==> config.mk <==
export PLATFORM = sky130hd
export DESIGN_NAME = mbad_ctrl
export DESIGN_NICKNAME = d
export VERILOG_FILES = /design/src/rtl/mbad_pkg.sv /design/src/rtl/mbad_ctrl.sv
export SDC_FILE = /design/constraint.sdc
export NUM_CORES = 1
export LEC_CHECK = 0
export BUFFER_PORTS_ARGS = -buffer_cell sky130_fd_sc_hd__buf_2
export CORE_AREA = 2 2 117 119
export DETAILED_ROUTE_END_ITERATION = 8
export DIE_AREA = 0 0 119 121
export PLACE_DENSITY_LB_ADDON = 0.1
export SETUP_SLACK_MARGIN = 0.4
export SYNTH_ARGS = -nofsm -noshare
export SYNTH_HDL_FRONTEND = slang
export SYNTH_SLANG_ARGS = --single-unit
==> constraint.sdc <==
create_clock -name clk -period 10.04 [get_ports clk]
set_input_delay 1.506 -clock clk [delete_from_list [all_inputs] [get_ports clk]]
set_output_delay 1.506 -clock clk [all_outputs]
set_load 0.05 [all_outputs]
==> src/rtl/mbad_pkg.sv <==
`timescale 1ns / 1ps
`default_nettype none
// ----------------------------------------------------------------------------
// Masked block average downscaler package
// Shared constants, payload types and the controller/datapath interface.
// ----------------------------------------------------------------------------
package mbad_pkg;

	localparam int MaxBlocks    = 64;
	localparam int MaxBlockSize = 16;
	localparam int TileW        = $clog2(MaxBlocks);
	localparam int SumW         = 16;
	localparam int CntW         = 9;

	localparam logic [1:0] REG_BLOCK_SIZE    = 2'd0;
	localparam logic [1:0] REG_ROW_PIXELS    = 2'd1;
	localparam logic [1:0] REG_BLOCKS_ACROSS = 2'd2;
	localparam logic [1:0] REG_USE_MASK      = 2'd3;

	typedef struct packed {
		logic [7:0] red;
		logic [7:0] green;
		logic [7:0] blue;
		logic       masked;
		logic       last_row;
	} pixel_in_t;

	typedef struct packed {
		logic [7:0] avg_red;
		logic [7:0] avg_green;
		logic [7:0] avg_blue;
		logic [8:0] pixel_count;
		logic       block_row_end;
	} tile_out_t;

	// Commands from the controller to the datapath.
	typedef struct packed {
		logic             acc_en;     // accumulate the accepted pixel
		logic             clr_en;     // clear one accumulator entry
		logic [TileW-1:0] clr_addr;
		logic             rd_en;      // read one entry for the drain
		logic [TileW-1:0] rd_addr;
		logic             div_start;  // start the dividers on read data
		logic             last_tile;
	} dp_cmd_t;

	typedef struct packed {
		logic div_busy;
		logic res_valid;  // output register holds a result
	} dp_sts_t;

endpackage
`default_nettype wire

==> src/rtl/mbad_ctrl.sv <==
`timescale 1ns / 1ps
`default_nettype none
// ----------------------------------------------------------------------------
// Masked block average controller
// Tracks position in the frame and sequences accumulate, drain and clear.
// ----------------------------------------------------------------------------
module mbad_ctrl
	import mbad_pkg::*;
(
	input  wire logic             clk,
	input  wire logic             arst_n,
	input  wire logic             in_fire,
	input  wire pixel_in_t        pix,
	input  wire logic [4:0]       eff_size,
	input  wire logic [10:0]      eff_pixels,
	input  wire logic [6:0]       eff_across,
	input  wire logic             use_mask,
	input  wire dp_sts_t          sts,
	output logic                  in_ready,
	output logic [TileW-1:0]      acc_addr,
	output dp_cmd_t               cmd
);
	typedef enum logic [5:0] {
		ST_IDLE  = 6'b000001,
		ST_WAIT  = 6'b000010,
		ST_READ  = 6'b000100,
		ST_START = 6'b001000,
		ST_DIV   = 6'b010000,
		ST_CLEAR = 6'b100000
	} state_t;

	state_t          state_q;
	logic [9:0]      col_q;
	logic [4:0]      row_q;
	logic [TileW:0]  k_q;
	logic            drain_q;  // the accepted pixel closed a block row
	logic [14:0]     recip;    // ceil(2^14 / tile edge)
	logic [23:0]     prod;
	logic [9:0]      tile_idx; // column divided by the tile edge
	logic            in_tile;
	logic            row_end;
	logic            emit;
	logic [4:0]      row_nx;

	// The tile index is the column times a rounded-up reciprocal of the tile
	// edge; with 14 fraction bits the quotient is exact for every column.
	always_comb begin
		unique case (eff_size)
			5'd1:    recip = 15'd16384;
			5'd2:    recip = 15'd8192;
			5'd3:    recip = 15'd5462;
			5'd4:    recip = 15'd4096;
			5'd5:    recip = 15'd3277;
			5'd6:    recip = 15'd2731;
			5'd7:    recip = 15'd2341;
			5'd8:    recip = 15'd2048;
			5'd9:    recip = 15'd1821;
			5'd10:   recip = 15'd1639;
			5'd11:   recip = 15'd1490;
			5'd12:   recip = 15'd1366;
			5'd13:   recip = 15'd1261;
			5'd14:   recip = 15'd1171;
			5'd15:   recip = 15'd1093;
			default: recip = 15'd1024;
		endcase
	end

	assign prod     = {14'd0, col_q} * {9'd0, recip};
	assign tile_idx = prod[23:14];

	assign in_tile = (tile_idx < {3'd0, eff_across});
	assign acc_addr = tile_idx[TileW-1:0];
	assign row_end = ({1'b0, col_q} + 11'd1 >= eff_pixels);
	assign row_nx  = row_q + 5'd1;
	assign emit    = row_end && ((row_nx >= eff_size) || pix.last_row);
	assign in_ready = (state_q == ST_IDLE);

	always_ff @(posedge clk or negedge arst_n) begin
		if (!arst_n) begin
			state_q <= ST_IDLE;
			col_q   <= '0;
			row_q   <= '0;
			k_q     <= '0;
			drain_q <= 1'b0;
		end else begin
			unique case (state_q)
				ST_IDLE: begin
					if (in_fire) begin
						if (row_end) begin
							col_q <= '0;
							row_q <= emit ? 5'd0 : row_nx;
						end else begin
							col_q <= col_q + 10'd1;
						end
						k_q     <= '0;
						drain_q <= emit;
						state_q <= ST_WAIT;
					end
				end
				// The write-back of the accepted pixel lands here, so the
				// drain reads only after it.
				ST_WAIT:  state_q <= drain_q ? ST_READ : ST_IDLE;
				ST_READ:  state_q <= ST_START;
				ST_START: state_q <= ST_DIV;
				ST_DIV: begin
					if (!sts.div_busy) begin
						if (k_q + 1'b1 >= {1'b0, eff_across[TileW:0]} ||
							k_q[TileW-1:0] == '1) begin
							k_q     <= '0;
							state_q <= ST_CLEAR;
						end else begin
							k_q     <= k_q + 1'b1;
							state_q <= ST_READ;
						end
					end
				end
				ST_CLEAR: begin
					if (k_q[TileW-1:0] == '1) begin
						k_q     <= '0;
						state_q <= ST_IDLE;
					end else begin
						k_q <= k_q + 1'b1;
					end
				end
				default: state_q <= ST_IDLE;
			endcase
		end
	end

	always_comb begin
		cmd           = '0;
		cmd.acc_en    = in_fire && in_tile && !(use_mask && pix.masked);
		cmd.rd_en     = (state_q == ST_READ);
		cmd.rd_addr   = k_q[TileW-1:0];
		cmd.div_start = (state_q == ST_START);
		cmd.last_tile = (k_q + 1'b1 >= {1'b0, eff_across[TileW:0]}) ||
			(k_q[TileW-1:0] == '1);
		cmd.clr_en    = (state_q == ST_CLEAR);
		cmd.clr_addr  = k_q[TileW-1:0];
	end
endmodule
`default_nettype wire

==> key figures <==
Final layout
  • Nets@finish: 1143
  • Finished Cell Area: 0.008308 mm²
  • FILL cells: 1122
  • ANT cells: 0
  • Non-filler instance count after layout: 1072
  • Area Overhead vs Synth: 17.77%
  • Layout cells sized above 1: 20.20%

STA
  • Hold Vio Cnt, Final: 0
  • Crit path time final: 9.542 ns
  • Final Skew: 0.005540 ns
  • TNS Setup: 0 ns
  • Worst slew pin tran: 0.8154 ns
  • RSZ-0062 raised after global routing: yes
  • Final period util: 95.04%
  • Endpoints failing setup: 0
  • FMAX: 104.8 MHz
  • Max Slew Vio Count: 0
  • Max_slew headroom: 45.18%

Synthesis
  • Syn_nets: 1060
  • Cell Area, Synth: 0.007054 mm²
  • Number of synthesized register bits: 29
  • Top post-synthesis cells by area: fa_1, ha_1, dfrtp_1
  • Syn_area_per_cell: 8.688 µm²
  • Synth top area share: 28.38%
  • Top FF cell, synth: dfrtp_1
  • Post-synth EDFFs: 0
  • Synth async-reset ratio: 100.0%
  • Cells after Synth: 812
  • Synth unique cells: 58
  • Register area share after synthesis: 10.31%
  • Synth warn: 0
  • Leading area contributor after synthesis: fa_1

Clocking
  • Worst-Skew Late Latency: 0.28 ns
  • # H-tree levels: 2
  • CTS buffer count: 5
  • Deepest clock path buffer count: 2
  • CTS tree: built
  • Cts hold-fix bufs: 0
  • Root buf cell: clkbuf_16
  • Clock Sinks: 29
  • Reg clk slew, reported paths: 0.05 ns

Die
  • Initial cell density of the core: 53.91%
  • Chip Width: 119 µm
  • Die H: 121 µm
  • Rows: 42
  • Die area: 0.01440 mm²
  • Core Box Area: 0.01309 mm²
  • Boundary Pins: 79

Place
  • Port bufs: 53
  • Post-DP HPWL: 12.78 mm
  • Placed cell area: 0.007785 mm²
  • Gp weighted congestion: 0.8502
  • Placed Instances: 1051

Critical path
  • CP Launch Type: input pin
  • Crit path top cell by count: fa_1
  • WS Path Type: input pin to primary output
  • CP Max Fanout: 3
  • Worst Path Arrival: 8.04 ns
  • WP data required: 8.53 ns
  • Slowest Stage Delay on Critical Path: 0.52 ns
  • Endpoint class of the critical path: primary output
  • Slowest stage cell on the critical path: fa_1

Pwr
  • Switching power: 95.57 µW
  • Pint: 255.5 µW
  • Reg power frac: 33.4%
  • Switching share of total power: 27.22%
  • Clock share of power: 44.8%
  • Leakage power: 4.575 nW
  • Pwr/cell area: 42.26 mW/mm²
  • Worst vdd ir: 62.46 µV
  • Comb power frac: 21.8%

Global route
  • Overflow after GRT: 0
  • Number of antenna violations at the first check in global routing: 0
  • Global-route wire length before repair: 28.32 mm
  • Largest net degree at the start of global routing: 30
  • Gr usage total: 24.23%
  • Vias in the first global route: 6007

Drt
  • First-pass detailed-route iteration total: 5
  • Final wirelength: 16.24 mm
  • Initial DRC count: 208
  • Post-route ant nets: 0
  • WL per Instance: 15.15 µm
  • # DRC: 0
  • Routed vias: 5647
  • Vias/cell: 5.268

Hold path
  • Worst min path class: flop to flop

Job
  • Max Cap Violations: 0

Status
  • Status: finished clean
per-stage QoR:
step	hold WS, ns	setup WS, ns	util, %	power [mW]
2_1_floorplan	0.4454	0.4195	-	0.1493
3_3_place_gp	0.4631	0.05195	59.50	0.1805
3_5_place_dp	0.4828	-0.02129	59.50	0.1823
4_1_cts	0.4964	0.4043	62.07	0.3481
5_1_grt	0.5165	0.2407	63.49	0.3676
6_report	0.4984	0.4976	63.49	0.3511
cell families after synthesis:
family	count (synthesis)	synth area share [%]
and+or+nand+nor	290	21.12
adders and majority gates	193	44.87
buffers and inverters	169	9.826
AOI/OAI and AO/OA	97	9.081
DFF	29	10.31
xor gates and xnor gates	26	3.423
muxes	8	1.366
Yosys cell counts, types with 2 or more instances:
library cell	count
o21a_1	3
clkbuf_1	21
o21ai_0	24
inv_1	132
xor2_1	12
a31oi_1	4
nand2b_1	11
o211ai_1	3
nor2_1	32
xnor2_1	13
ha_1	93
nor3_1	9
buf_4	12
nand3_1	16
o31ai_1	2
nor2b_1	6
o22ai_1	3
fa_1	100
nor3b_1	9
nand2_1	101
a22o_1	3
a22oi_1	3
a211o_1	2
a221oi_1	2
a21o_1	16
and3_1	7
or3_1	2
mux2_2	2
a21oi_1	23
and4_1	2
and2_1	86
or4_1	2
mux2i_1	4
dfrtp_1	28
final cells by class:
cell class / instances / area [µm²] / area share [%]
clock buffers: 7 / 152.6 / 1.837
clock inverters: 1 / 5.005 / 0.06024
inverters: 133 / 514.2 / 6.190
multi-input cells: 614 / 5922 / 71.28
flip-flops and latches: 29 / 726.9 / 8.750
well taps: 176 / 220.2 / 2.651
repair buffers: 112 / 767.0 / 9.232
routing by layer:
metal	vias to the layer above	global-route usage, %	routed length, µm
li1	2739	-	-
met1	2775	31.89	7146
met2	103	42.85	8261
met3	30	3.008	476
met4	0	5.432	360
met5	-	0	0
worst max-delay path: cells and delay by family:
kind	cells	cell delay, ns
adder cells (fa/ha/maj)	8	3.19
AND/OR/NAND/NOR	7	1.38
buffers and inverters	10	0.93
multiplexers	1	0.51
AO/OA/AOI/OAI	3	0.33
XOR/XNOR	1	0.17
cell usage in the layout (no fill, tap or decap), types with 7 or more instances in the layout:
| cell | n |
|---|---|
| nor3b_1 | 9 |
| ha_4 | 8 |
| xnor2_1 | 12 |
| buf_4 | 52 |
| and3_1 | 7 |
| a21o_1 | 16 |
| dfrtp_1 | 28 |
| a21oi_1 | 17 |
| xor2_1 | 10 |
| inv_1 | 123 |
| and2_1 | 85 |
| nand2b_1 | 11 |
| nor3_1 | 8 |
| buf_6 | 9 |
| nand2_1 | 98 |
| ha_1 | 84 |
| fa_1 | 98 |
| buf_2 | 49 |
| nor2_1 | 22 |
| nand3_1 | 16 |
| o21ai_0 | 19 |
registers in the layout, summed over array words and instances, names as in the netlist:
name / cells
col_q: 10
k_q: 7
state_q: 6
row_q: 5
drain_q: 1
repair_timing:
item / in CTS / in global routing
resized for setup: 33 / 42
endpoints found under the setup margin: 1 / 1
endpoints found under the hold margin: 0 / 0
setup buffers: 6 / 7
pin swaps: 29 / 50
final timing paths:
kind                             start    endpoint  slack (ns)  depth (start not counted)
setup / recovery           eff_size[0]     cmd[16]        0.50                         30
hold / removal              state_q[3]  state_q[3]        0.50                          1
setup reg to reg              col_q[2]    row_q[0]        6.07                         10
hold reg to reg             state_q[3]  state_q[3]        0.50                          1
max in group asynchronous       arst_n      k_q[3]        8.34                          1
min in group asynchronous       arst_n    col_q[4]        1.26                          1
power groups by stage:
stage | clock network, mW | logic [mW] | registers (mW)
floorplan | 0 | 0.0303 | 0.119
finish | 0.157 | 0.0766 | 0.117
global placement | 0 | 0.0614 | 0.119
detailed placement | 0 | 0.0633 | 0.119
CTS | 0.161 | 0.0704 | 0.117
global route | 0.167 | 0.0834 | 0.117
Note: power is estimated with default switching activity, not from simulation.
